[src/rtl/mts_pkg.sv]
// Shared types, constants and helpers for the multipart transfer session block.
// No dependencies; imported by mts_alu and multipart_transfer_sessions_top.
`default_nettype none

package mts_pkg;

    localparam int SESSION_ENTRIES = 8;
    localparam int CHECKSUM_BYTES  = 4;
    localparam int IDX_W = (SESSION_ENTRIES > 1) ? $clog2(SESSION_ENTRIES) : 1;
    localparam int CNT_W = $clog2(SESSION_ENTRIES + 1);
    localparam int CFG_IDX_W = 2;

    localparam logic [31:0] HANDLE_TOP_BIT  = 32'h8000_0000;
    localparam logic [31:0] DEFAULT_TIMEOUT = 32'd60000;
    localparam logic [11:0] DEFAULT_CHUNK   = 12'd56;
    localparam logic [7:0]  FLAG_GET_FIRST  = 8'd1;

    typedef enum logic [CFG_IDX_W-1:0] {
        CFG_TABLE_LENGTH    = 2'd0,
        CFG_CHUNK_CAPACITY  = 2'd1,
        CFG_SESSION_TIMEOUT = 2'd2,
        CFG_TABLE_CRC       = 2'd3
    } t_cfg_idx;

    typedef enum logic [1:0] {
        ST_OK             = 2'd0,
        ST_BAD_FLAG       = 2'd1,
        ST_UNKNOWN_HANDLE = 2'd2,
        ST_NO_SESSION     = 2'd3
    } t_status;

    typedef enum logic [2:0] {
        KIND_START     = 3'd1,
        KIND_MIDDLE    = 3'd2,
        KIND_END       = 3'd4,
        KIND_START_END = 3'd5
    } t_kind;

    typedef enum logic {
        ALU_ADD,
        ALU_SUB
    } t_alu_op;

    typedef struct packed {
        t_alu_op     op;
        logic [31:0] a;
        logic [31:0] b;
    } t_alu_req;

    // carry is the carry out for ADD and the borrow for SUB
    typedef struct packed {
        logic [31:0] sum;
        logic        carry;
    } t_alu_rsp;

    typedef struct packed {
        logic [31:0] handle;
        logic [15:0] offset;
        logic [31:0] expiry;
    } t_entry;

    typedef struct packed {
        t_status     status;
        logic [31:0] next_handle;
        t_kind       kind;
        logic [15:0] offset;
        logic [11:0] length;
        logic        crc_present;
        logic [31:0] crc;
    } t_result;

    typedef enum logic [3:0] {
        S_IDLE,
        S_FIT,
        S_SCAN,
        S_NEW_CNT,
        S_NEW_EXP,
        S_REM,
        S_CMP,
        S_ADV,
        S_TOUCH,
        S_EMIT
    } t_state;

    // Start-and-end answer with every data field cleared.
    function automatic t_result empty_result(input t_status st);
        t_result res;
        res = '{status: st, next_handle: '0, kind: KIND_START_END, offset: '0,
                length: '0, crc_present: 1'b0, crc: '0};
        return res;
    endfunction

endpackage

`default_nettype wire

[src/rtl/mts_ram.sv]
// Generic single-write, single-read RAM with registered read data.
// No dependencies.
`default_nettype none

module mts_ram #(
    parameter int WIDTH = 8,
    parameter int DEPTH = 8,
    localparam int AW = (DEPTH > 1) ? $clog2(DEPTH) : 1
) (
    input  wire logic             i_clk,
    input  wire logic             i_we,
    input  wire logic [AW-1:0]    i_waddr,
    input  wire logic [WIDTH-1:0] i_wdata,
    input  wire logic [AW-1:0]    i_raddr,
    output logic      [WIDTH-1:0] o_rdata
);

    logic [WIDTH-1:0] r_mem [DEPTH];
    logic [WIDTH-1:0] r_rdata;

    always_ff @(posedge i_clk) begin
        if (i_we) begin
            r_mem[i_waddr] <= i_wdata;
        end
        r_rdata <= r_mem[i_raddr];
    end

    assign o_rdata = r_rdata;

endmodule

`default_nettype wire

[src/rtl/mts_alu.sv]
// Shared 32-bit add/subtract unit with carry/borrow out.
// Depends on mts_pkg.
`default_nettype none

module mts_alu (
    input  wire mts_pkg::t_alu_req i_req,
    output mts_pkg::t_alu_rsp      o_rsp
);
    import mts_pkg::*;

    logic [32:0] wide;

    always_comb begin
        if (i_req.op == ALU_SUB) begin
            wide = {1'b0, i_req.a} - {1'b0, i_req.b};
        end else begin
            wide = {1'b0, i_req.a} + {1'b0, i_req.b};
        end
        o_rsp.sum   = wide[31:0];
        o_rsp.carry = wide[32];
    end

endmodule

`default_nettype wire

[src/rtl/multipart_transfer_sessions_top.sv]
// Multipart transfer session table: sequencer, session RAM and shared adder.
// Depends on mts_pkg, mts_ram and mts_alu.
//
// Serves a record table in fragments, one request at a time. A request with a
// zero handle and flag 1 starts a transfer: if the table fits in one chunk the
// answer is start-and-end, otherwise a session is allocated in an 8-entry
// table with a fresh handle (top bit set). A nonzero handle continues its
// session with a middle fragment or, once the rest plus the 4 CRC bytes fits
// in a chunk, an end fragment carrying table_crc. Expired sessions are dropped
// during the lookup scan. Handshake: o_in_ready is high only while the
// sequencer is idle, so a new request is taken only once the last one has
// been loaded into the output register. A bad-flag request goes from idle
// straight to the emit state, a single-chunk start after the fit check, and
// any request that touches the session table after a scan of every session
// entry and the steps that follow it; a middle fragment is the slowest case
// when the output is not stalled.
// The scan reads one session entry per cycle from the session RAM, and every
// compare and add (expiry check, remaining bytes, next offset, new expiry,
// handle counter) goes through one shared 32-bit adder, one operation per
// cycle. A finished response waits in the output register until taken; the
// next request can be accepted meanwhile but its response waits behind it.
// Configuration writes take effect at once and must only happen while idle.
`default_nettype none

module multipart_transfer_sessions_top (
    input  wire logic                            i_clk,
    input  wire logic                            i_rst_n,
    // configuration write port
    input  wire logic                            i_cfg_we,
    input  wire logic [mts_pkg::CFG_IDX_W-1:0]   i_cfg_index,
    input  wire logic [31:0]                     i_cfg_data,
    // request channel
    input  wire logic                            i_in_valid,
    output logic                                 o_in_ready,
    input  wire logic [31:0]                     i_request_handle,
    input  wire logic [7:0]                      i_request_flag,
    input  wire logic [31:0]                     i_now_ms,
    // response channel
    output logic                                 o_out_valid,
    input  wire logic                            i_out_ready,
    output logic [1:0]                           o_status,
    output logic [31:0]                          o_next_handle,
    output logic [2:0]                           o_fragment_kind,
    output logic [15:0]                          o_data_offset,
    output logic [11:0]                          o_data_length,
    output logic                                 o_crc_present,
    output logic [31:0]                          o_crc_value
);
    import mts_pkg::*;

    // configuration registers
    logic [15:0] r_tl;
    logic [11:0] r_cap;
    logic [31:0] r_timeout;
    logic [31:0] r_crc;

    // control state
    t_state                  r_state, n_state;
    logic [SESSION_ENTRIES-1:0] r_valid, n_valid;
    logic [CNT_W-1:0]        r_scan_cnt, n_scan_cnt;
    logic                    r_chk, n_chk;
    logic                    r_found, n_found;
    logic [31:0]             r_counter, n_counter;
    logic                    r_out_valid, n_out_valid;

    // working registers of the current request
    logic [IDX_W-1:0]        r_chk_idx, n_chk_idx;
    logic [IDX_W-1:0]        r_slot, n_slot;
    logic [31:0]             r_handle, n_handle;
    logic [31:0]             r_now, n_now;
    logic [15:0]             r_off, n_off;
    logic [15:0]             r_rem, n_rem;
    logic [11:0]             r_len, n_len;
    t_result                 r_res, n_res;
    t_result                 r_out, n_out;

    // shared unit and session RAM
    t_alu_req                alu_req;
    t_alu_rsp                alu_rsp;
    logic                    ram_we;
    logic [IDX_W-1:0]        ram_waddr;
    logic [IDX_W-1:0]        ram_raddr;
    t_entry                  ram_wdata;
    t_entry                  ram_rdata;

    logic                    expired;
    logic                    live;
    logic                    is_new;

    mts_alu u_alu (
        .i_req (alu_req),
        .o_rsp (alu_rsp)
    );

    mts_ram #(
        .WIDTH ($bits(t_entry)),
        .DEPTH (SESSION_ENTRIES)
    ) u_sessions (
        .i_clk   (i_clk),
        .i_we    (ram_we),
        .i_waddr (ram_waddr),
        .i_wdata (ram_wdata),
        .i_raddr (ram_raddr),
        .o_rdata (ram_rdata)
    );

    assign is_new = (r_handle == '0);

    // -------------------------------------------------------------------
    // Shared adder operands, chosen by sequencer state
    // -------------------------------------------------------------------
    always_comb begin
        alu_req = '{op: ALU_ADD, a: '0, b: '0};
        unique case (r_state)
            S_FIT:     alu_req = '{op: ALU_SUB, a: {20'd0, r_cap}, b: {16'd0, r_tl}};
            // expiry <= now when no borrow
            S_SCAN:    alu_req = '{op: ALU_SUB, a: r_now, b: ram_rdata.expiry};
            S_NEW_CNT: alu_req = '{op: ALU_ADD, a: r_counter, b: 32'd1};
            S_NEW_EXP: alu_req = '{op: ALU_ADD, a: r_now, b: r_timeout};
            S_REM:     alu_req = '{op: ALU_SUB, a: {16'd0, r_tl}, b: {16'd0, r_off}};
            S_CMP:     alu_req = '{op: ALU_SUB, a: {20'd0, r_cap}, b: {16'd0, r_rem}};
            S_ADV:     alu_req = '{op: ALU_ADD, a: {16'd0, r_off}, b: {20'd0, r_len}};
            S_TOUCH:   alu_req = '{op: ALU_ADD, a: r_now, b: r_timeout};
            default:   alu_req = '{op: ALU_ADD, a: '0, b: '0};
        endcase
    end

    // -------------------------------------------------------------------
    // Sequencer: next state and RAM access
    // -------------------------------------------------------------------
    always_comb begin
        n_state     = r_state;
        n_valid     = r_valid;
        n_scan_cnt  = r_scan_cnt;
        n_chk       = 1'b0;
        n_chk_idx   = r_chk_idx;
        n_found     = r_found;
        n_slot      = r_slot;
        n_counter   = r_counter;
        n_handle    = r_handle;
        n_now       = r_now;
        n_off       = r_off;
        n_rem       = r_rem;
        n_len       = r_len;
        n_res       = r_res;
        n_out_valid = r_out_valid && !i_out_ready;
        n_out       = r_out;

        ram_we    = 1'b0;
        ram_waddr = r_slot;
        ram_raddr = r_scan_cnt[IDX_W-1:0];
        ram_wdata = '{handle: r_handle, offset: r_off, expiry: alu_rsp.sum};
        expired   = 1'b0;
        live      = 1'b0;

        unique case (r_state)
            S_IDLE: begin
                if (i_in_valid) begin
                    n_handle   = i_request_handle;
                    n_now      = i_now_ms;
                    n_found    = 1'b0;
                    n_scan_cnt = '0;
                    if (i_request_handle == '0 && i_request_flag != FLAG_GET_FIRST) begin
                        n_res   = empty_result(ST_BAD_FLAG);
                        n_state = S_EMIT;
                    end else if (i_request_handle == '0) begin
                        n_state = S_FIT;
                    end else begin
                        n_state = S_SCAN;
                    end
                end
            end

            // table_length <= chunk_capacity: whole table in one fragment
            S_FIT: begin
                if (!alu_rsp.carry) begin
                    n_res        = empty_result(ST_OK);
                    n_res.length = r_tl[11:0];
                    n_state      = S_EMIT;
                end else begin
                    n_state = S_SCAN;
                end
            end

            // one RAM read issued per cycle, checked the cycle after
            S_SCAN: begin
                if (r_scan_cnt != CNT_W'(SESSION_ENTRIES)) begin
                    n_chk      = 1'b1;
                    n_chk_idx  = r_scan_cnt[IDX_W-1:0];
                    n_scan_cnt = r_scan_cnt + 1'b1;
                end
                if (r_chk) begin
                    expired = r_valid[r_chk_idx] && (ram_rdata.expiry != '0)
                              && !alu_rsp.carry;
                    live    = r_valid[r_chk_idx] && !expired;
                    if (expired) begin
                        n_valid[r_chk_idx] = 1'b0;
                    end
                    if (!r_found) begin
                        if (is_new && !live) begin
                            n_found = 1'b1;
                            n_slot  = r_chk_idx;
                        end else if (!is_new && live && ram_rdata.handle == r_handle) begin
                            n_found = 1'b1;
                            n_slot  = r_chk_idx;
                            n_off   = ram_rdata.offset;
                        end
                    end
                end else if (r_scan_cnt == CNT_W'(SESSION_ENTRIES)) begin
                    if (r_found) begin
                        n_state = is_new ? S_NEW_CNT : S_REM;
                    end else begin
                        n_res   = empty_result(is_new ? ST_NO_SESSION : ST_UNKNOWN_HANDLE);
                        n_state = S_EMIT;
                    end
                end
            end

            // bump handle counter, skipping zero
            S_NEW_CNT: begin
                n_counter = (alu_rsp.sum == '0) ? 32'd1 : alu_rsp.sum;
                n_state   = S_NEW_EXP;
            end

            S_NEW_EXP: begin
                ram_we    = 1'b1;
                ram_wdata = '{handle: r_counter | HANDLE_TOP_BIT, offset: {4'd0, r_cap},
                              expiry: alu_rsp.sum};
                n_valid[r_slot] = 1'b1;
                n_res = '{status: ST_OK, next_handle: r_counter | HANDLE_TOP_BIT,
                          kind: KIND_START, offset: '0, length: r_cap,
                          crc_present: 1'b0, crc: '0};
                n_state = S_EMIT;
            end

            // remaining bytes; nothing left answers an empty start-and-end
            S_REM: begin
                if (alu_rsp.carry || alu_rsp.sum == '0) begin
                    n_res   = empty_result(ST_OK);
                    n_state = S_EMIT;
                end else begin
                    n_rem   = alu_rsp.sum[15:0];
                    n_state = S_CMP;
                end
            end

            // cap - rem >= CRC bytes: end fragment; else clamp length
            S_CMP: begin
                if (!alu_rsp.carry && alu_rsp.sum >= 32'(CHECKSUM_BYTES)) begin
                    n_valid[r_slot] = 1'b0;
                    n_res = '{status: ST_OK, next_handle: '0, kind: KIND_END,
                              offset: r_off, length: r_rem[11:0],
                              crc_present: (r_crc != '0), crc: r_crc};
                    n_state = S_EMIT;
                end else begin
                    n_len   = alu_rsp.carry ? r_cap : r_rem[11:0];
                    n_state = S_ADV;
                end
            end

            S_ADV: begin
                n_off   = alu_rsp.sum[15:0];
                n_res   = '{status: ST_OK, next_handle: r_handle, kind: KIND_MIDDLE,
                            offset: r_off, length: r_len, crc_present: 1'b0, crc: '0};
                n_state = S_TOUCH;
            end

            // refresh expiry and write back the advanced offset
            S_TOUCH: begin
                ram_we  = 1'b1;
                n_state = S_EMIT;
            end

            S_EMIT: begin
                if (!r_out_valid || i_out_ready) begin
                    n_out_valid = 1'b1;
                    n_out       = r_res;
                    n_state     = S_IDLE;
                end
            end

            default: begin
                n_state = S_IDLE;
            end
        endcase
    end

    // -------------------------------------------------------------------
    // Control and configuration registers
    // -------------------------------------------------------------------
    always_ff @(posedge i_clk) begin
        if (!i_rst_n) begin
            r_state     <= S_IDLE;
            r_valid     <= '0;
            r_scan_cnt  <= '0;
            r_chk       <= 1'b0;
            r_found     <= 1'b0;
            r_counter   <= 32'd1;
            r_out_valid <= 1'b0;
            r_tl        <= '0;
            r_cap       <= DEFAULT_CHUNK;
            r_timeout   <= DEFAULT_TIMEOUT;
            r_crc       <= '0;
        end else begin
            r_state     <= n_state;
            r_valid     <= n_valid;
            r_scan_cnt  <= n_scan_cnt;
            r_chk       <= n_chk;
            r_found     <= n_found;
            r_counter   <= n_counter;
            r_out_valid <= n_out_valid;
            if (i_cfg_we) begin
                unique case (t_cfg_idx'(i_cfg_index))
                    CFG_TABLE_LENGTH:    r_tl      <= i_cfg_data[15:0];
                    CFG_CHUNK_CAPACITY:  r_cap     <= i_cfg_data[11:0];
                    CFG_SESSION_TIMEOUT: r_timeout <= i_cfg_data;
                    CFG_TABLE_CRC:       r_crc     <= i_cfg_data;
                    default:             r_crc     <= r_crc;
                endcase
            end
        end
    end

    // payload registers, no reset
    always_ff @(posedge i_clk) begin
        r_chk_idx <= n_chk_idx;
        r_slot    <= n_slot;
        r_handle  <= n_handle;
        r_now     <= n_now;
        r_off     <= n_off;
        r_rem     <= n_rem;
        r_len     <= n_len;
        r_res     <= n_res;
        r_out     <= n_out;
    end

    assign o_in_ready      = (r_state == S_IDLE);
    assign o_out_valid     = r_out_valid;
    assign o_status        = r_out.status;
    assign o_next_handle   = r_out.next_handle;
    assign o_fragment_kind = r_out.kind;
    assign o_data_offset   = r_out.offset;
    assign o_data_length   = r_out.length;
    assign o_crc_present   = r_out.crc_present;
    assign o_crc_value     = r_out.crc;

    // -------------------------------------------------------------------
    // Assertions
    // -------------------------------------------------------------------
    a_err_shape: assert property (@(posedge i_clk) disable iff (!i_rst_n)
        o_out_valid && o_status != ST_OK
            |-> o_fragment_kind == KIND_START_END && o_next_handle == '0)
        else $error("error response with fragment or handle");

    a_mid_handle: assert property (@(posedge i_clk) disable iff (!i_rst_n)
        o_out_valid && o_fragment_kind == KIND_MIDDLE |-> o_next_handle[31])
        else $error("middle fragment without session handle");

    a_crc_end: assert property (@(posedge i_clk) disable iff (!i_rst_n)
        o_out_valid && o_crc_present
            |-> o_fragment_kind == KIND_END && o_crc_value != '0)
        else $error("CRC flagged outside end fragment");

    a_counter_nz: assert property (@(posedge i_clk) disable iff (!i_rst_n)
        r_counter != '0)
        else $error("handle counter reached zero");

endmodule

`default_nettype wire

[config.mk]
export PLATFORM = sky130hd
export DESIGN_NAME = multipart_transfer_sessions_top
export DESIGN_NICKNAME = d
export VERILOG_FILES = /design/src/rtl/mts_pkg.sv /design/src/rtl/mts_ram.sv /design/src/rtl/mts_alu.sv /design/src/rtl/multipart_transfer_sessions_top.sv
export SDC_FILE = /design/constraint.sdc
export NUM_CORES = 2
export LEC_CHECK = 0
export ABC_AREA = 1
export BUFFER_PORTS_ARGS = -buffer_cell sky130_fd_sc_hd__buf_2
export CORE_ASPECT_RATIO = 1.5
export CORE_MARGIN = 1.5
export CORE_UTILIZATION = 55
export DETAILED_ROUTE_END_ITERATION = 7
export PLACE_DENSITY = 0.87
export SLEW_MARGIN = 20
export SYNTH_ARGS = -nofsm -noshare
export SYNTH_HDL_FRONTEND = slang
export SYNTH_SLANG_ARGS = --single-unit
[constraint.sdc]
create_clock -name i_clk -period 13.2 [get_ports i_clk]
set_input_delay 1.98 -clock i_clk [delete_from_list [all_inputs] [get_ports i_clk]]
set_output_delay 1.98 -clock i_clk [all_outputs]
set_load 0.02 [all_outputs]
==> flow_summary.toml <==
[synth]
synthCells = 4571
synth_edf_count = 950
synth_cell_types = 45
ys_ff_latch = 1173
synth_area_um2 = 48540
avgSynthCellArea_um2 = 10.62
ys_seq_area_frac = 0.6797
async_reset_ff_frac = 0
syn-num-nets = 4718
synth_ff_type = "edfxtp_1"
synth_warnings = 0

[grt]
grt.overflow.total = 0
track_usage = 0.3311
grt_pass1_wl_um = 218900
grt_max_degree = 124
grt_pass1_vias = 35332
antenna_found_initial = 4

[floorplan]
boundaryPins = 211
die_h_um = 366.8
start_util = 0.5545
core_area_um2 = 87530
dieWidth_um = 245.6
placementRows = 133
fp.dieArea_um2 = 90080

[worst_setup_path]
cp_common_cell = "nand2_1"
required_ns = 13.56
cp-start-kind = "flop"
r2r_cells = 34
path_buf_inv = 7
critical_path_class = "flop to flop"
r2r_slack_ns = 5.03
r2r-end = "r_res[85]"
slowest_stage = "buf_4"
crit_fanout = 65
cpLargestDelayFamily = "simple AND/OR/NAND/NOR gates"
worst_ep_arrival_time_ns = 8.53
crit_path_end_kind = "flop"
critPathMaxStageDelay_ns = 0.76
reg2reg_from = "r_state[0]"

[min_path]
min_from = "r_res[54]"
worstHoldPathCells = 0
min_to = "o_data_offset[9]"
hold_class = "flop to flop"

[final_layout]
final_cell_mix = "950 x edfxtp_1, 797 x nor2_1, 730 x nand2_1"
area_growth_pct = 11.58
fillers = 6379
n_antenna_cell = 0
layout_commonest_cell = "edfxtp_1"
drive_gt1_frac = 0.1028
finalNetCount = 4868

[clocking]
cts.sinks = 1173
cts_setup_buffers = 0
clk_latency_ns = 0.74
cts_buffer_depth = 3
cts_buffers = 97
cts_tree = "yes"
clock_tree.root_cell = "clkbuf_16"
ctsResizeCount = 0
htree_num_levels = 3
cts.clk_slew.worst_paths_ns = 0.07
hold_buffers = 0

[timing]
hold_slack_ns = 0.4211
maxClockFrequency_mhz = 122.4
fin_crit_ns = 8.170
skew_ns = 0.05790
report.final.slew_viol_count = 0
tightest_slew_ns = 1.220
slew_headroom = 0.1807
fin_tns_setup_ns = 0
finalCritPeriodShare = 0.6190
setup_violations = 0
finalHoldViolCount = 0
rsz0062_at_grt = "no"

[routing]
drt-initial-drc-count = 5047
firstDrtPassIters = 6
drc = 0
wl_per_cell_um = 25.32
vias = 36766
post_drt_via_cell_ratio = 6.176
ant_nets = 0
wl_um = 150700

[placement]
place.gp.congestion = 1.083
io_buffers = 210
dp_hpwl_um = 98730

[run]
timing.max_cap.violations = 0

[pwr]
p_leak_nw = 20.23
power_density_nw_per_um2 = 266.1
power.total_mw = 14.41
ir_worst_vdd_v = 0.0002001

[outcome]
outcome = "finished clean"
==> cell usage after synthesis, types with 4 or more instances <==
library cell    n  area, um2
a211oi_1        4      30.03
a21oi_1       140      700.7
a221oi_1       10      87.58
a22o_1          4      35.03
a31oi_1        83      519.3
a32o_1         11      110.1
and2_1          7      43.79
and3_1          4      25.02
buf_1          18      67.56
buf_2          11      55.05
buf_6           5      56.30
clkbuf_1      178      668.1
dfxtp_1       223       4464
edfxtp_1      950      28530
ha_1           35      437.9
inv_1         364       1366
inv_2          19      71.32
nand2_1       731       2744
nand2_2         9      56.30
nand3_1       116      580.6
nand3b_1        5      37.54
nand4_1        42      262.8
nor2_1        805       3022
nor2_2          9      56.30
nor3_1         29      145.1
nor4_1         37      231.5
o2111ai_1       5      43.79
o211ai_1       15      112.6
o21ai_0       512       2562
o21ai_1         9      45.04
o21bai_1        4      30.03
o22ai_1        82      513.0
or2_2           6      37.54
xnor2_1        27      236.5
xor2_1         41      359.1
==> logic make-up after synthesis <==
kind of cell             Yosys count  share of synthesized area
AO/OA/AOI/OAI                    883                    0.09945
buffers and inverters            601                    0.04777
AND/OR/NAND/NOR                 1810                     0.1513
XOR/XNOR                          68                    0.01227
flip-flops                      1173                     0.6797
adder cells (fa/ha/maj)           36                   0.009435
==> where the power goes <==
part | internal (mW) | switching (mW) | total, mW
Clock | 1.72 | 1.36 | 3.08
Combinational | 1.38 | 4.26 | 5.64
Sequential | 5.39 | 0.308 | 5.70
==> stage by stage <==
| step | utilization | cell area [um2] | setup slack (ns) | instances |
|---|---|---|---|---|
| final | 0.6187 | 54160 | 5.030 | 5953 |
| after global routing | 0.6187 | 54160 | 4.488 | 5953 |
| after CTS | 0.6185 | 54140 | 5.181 | 5953 |
| after detailed placement | 0.5793 | 50710 | 5.230 | 5769 |
| after global placement | 0.5793 | 50710 | 5.384 | 5769 |
| after floorplan | - | 48540 | 2.981 | 4571 |
==> how the worst max path moves through the flow <==
stage | start | to | slack (ns) | cells past startpoint
after CTS | r_state[0] | r_res[95] | 5.18 | 34
after global routing | r_state[1] | r_res[66] | 4.49 | 34
after global placement | r_state[0] | r_res[80] | 5.38 | 34
final | r_state[0] | r_res[85] | 5.03 | 34
after detailed placement | r_state[0] | r_res[88] | 5.23 | 34
after floorplan | r_state[0] | r_res[0] | 2.98 | 36
==> worst reg2reg max path: cells and delay by family (launching register included) <==
family | cells | cell delay, ns
AND/OR/NAND/NOR | 20 | 3.27
buffers and inverters | 7 | 2.49
AO/OA/AOI/OAI | 4 | 0.83
adder cells (fa/ha/maj) | 2 | 0.55
flip-flops | 1 | 0.37
XOR/XNOR | 1 | 0.20
==> final cells by class <==
cell class | instances | area [um2] | area share
tap | 1147 | 1435 | 0.02650
inverter | 386 | 1461 | 0.02699
timing repair buffer | 266 | 1475 | 0.02724
clock buffer | 128 | 2710 | 0.05004
clock inverter | 56 | 720.7 | 0.01331
multi-input combinational | 2797 | 13350 | 0.2466
sequential | 1173 | 33000 | 0.6093
==> sequential cells by signal, indices dropped and copies added (netlist names), 4 cells and up <==
| signal | count |
|---|---|
| r_res | 98 |
| r_cap | 12 |
| r_len | 12 |
| o_data_offset | 16 |
| r_scan_cnt | 4 |
| r_now | 32 |
| r_handle | 32 |
| r_state | 4 |
| o_next_handle | 32 |
| r_valid | 8 |
| r_counter | 32 |
| r_rem | 16 |
| u_sessions.o_rdata | 80 |
| o_data_length | 12 |
| u_sessions.r_mem | 640 |
| r_timeout | 32 |
| r_off | 16 |
| r_tl | 16 |
| r_crc | 32 |
| o_crc_value | 32 |
==> routing by layer <==
layer  global-route usage  vias up  share of wire
li1                     -    16028              -
met1               0.3870    17213           0.32
met2               0.5394     2899           0.48
met3              0.06175      622           0.11
met4               0.2521        4          0.091
met5                    0        -        0.00016
(Power assumes the default switching activity.)
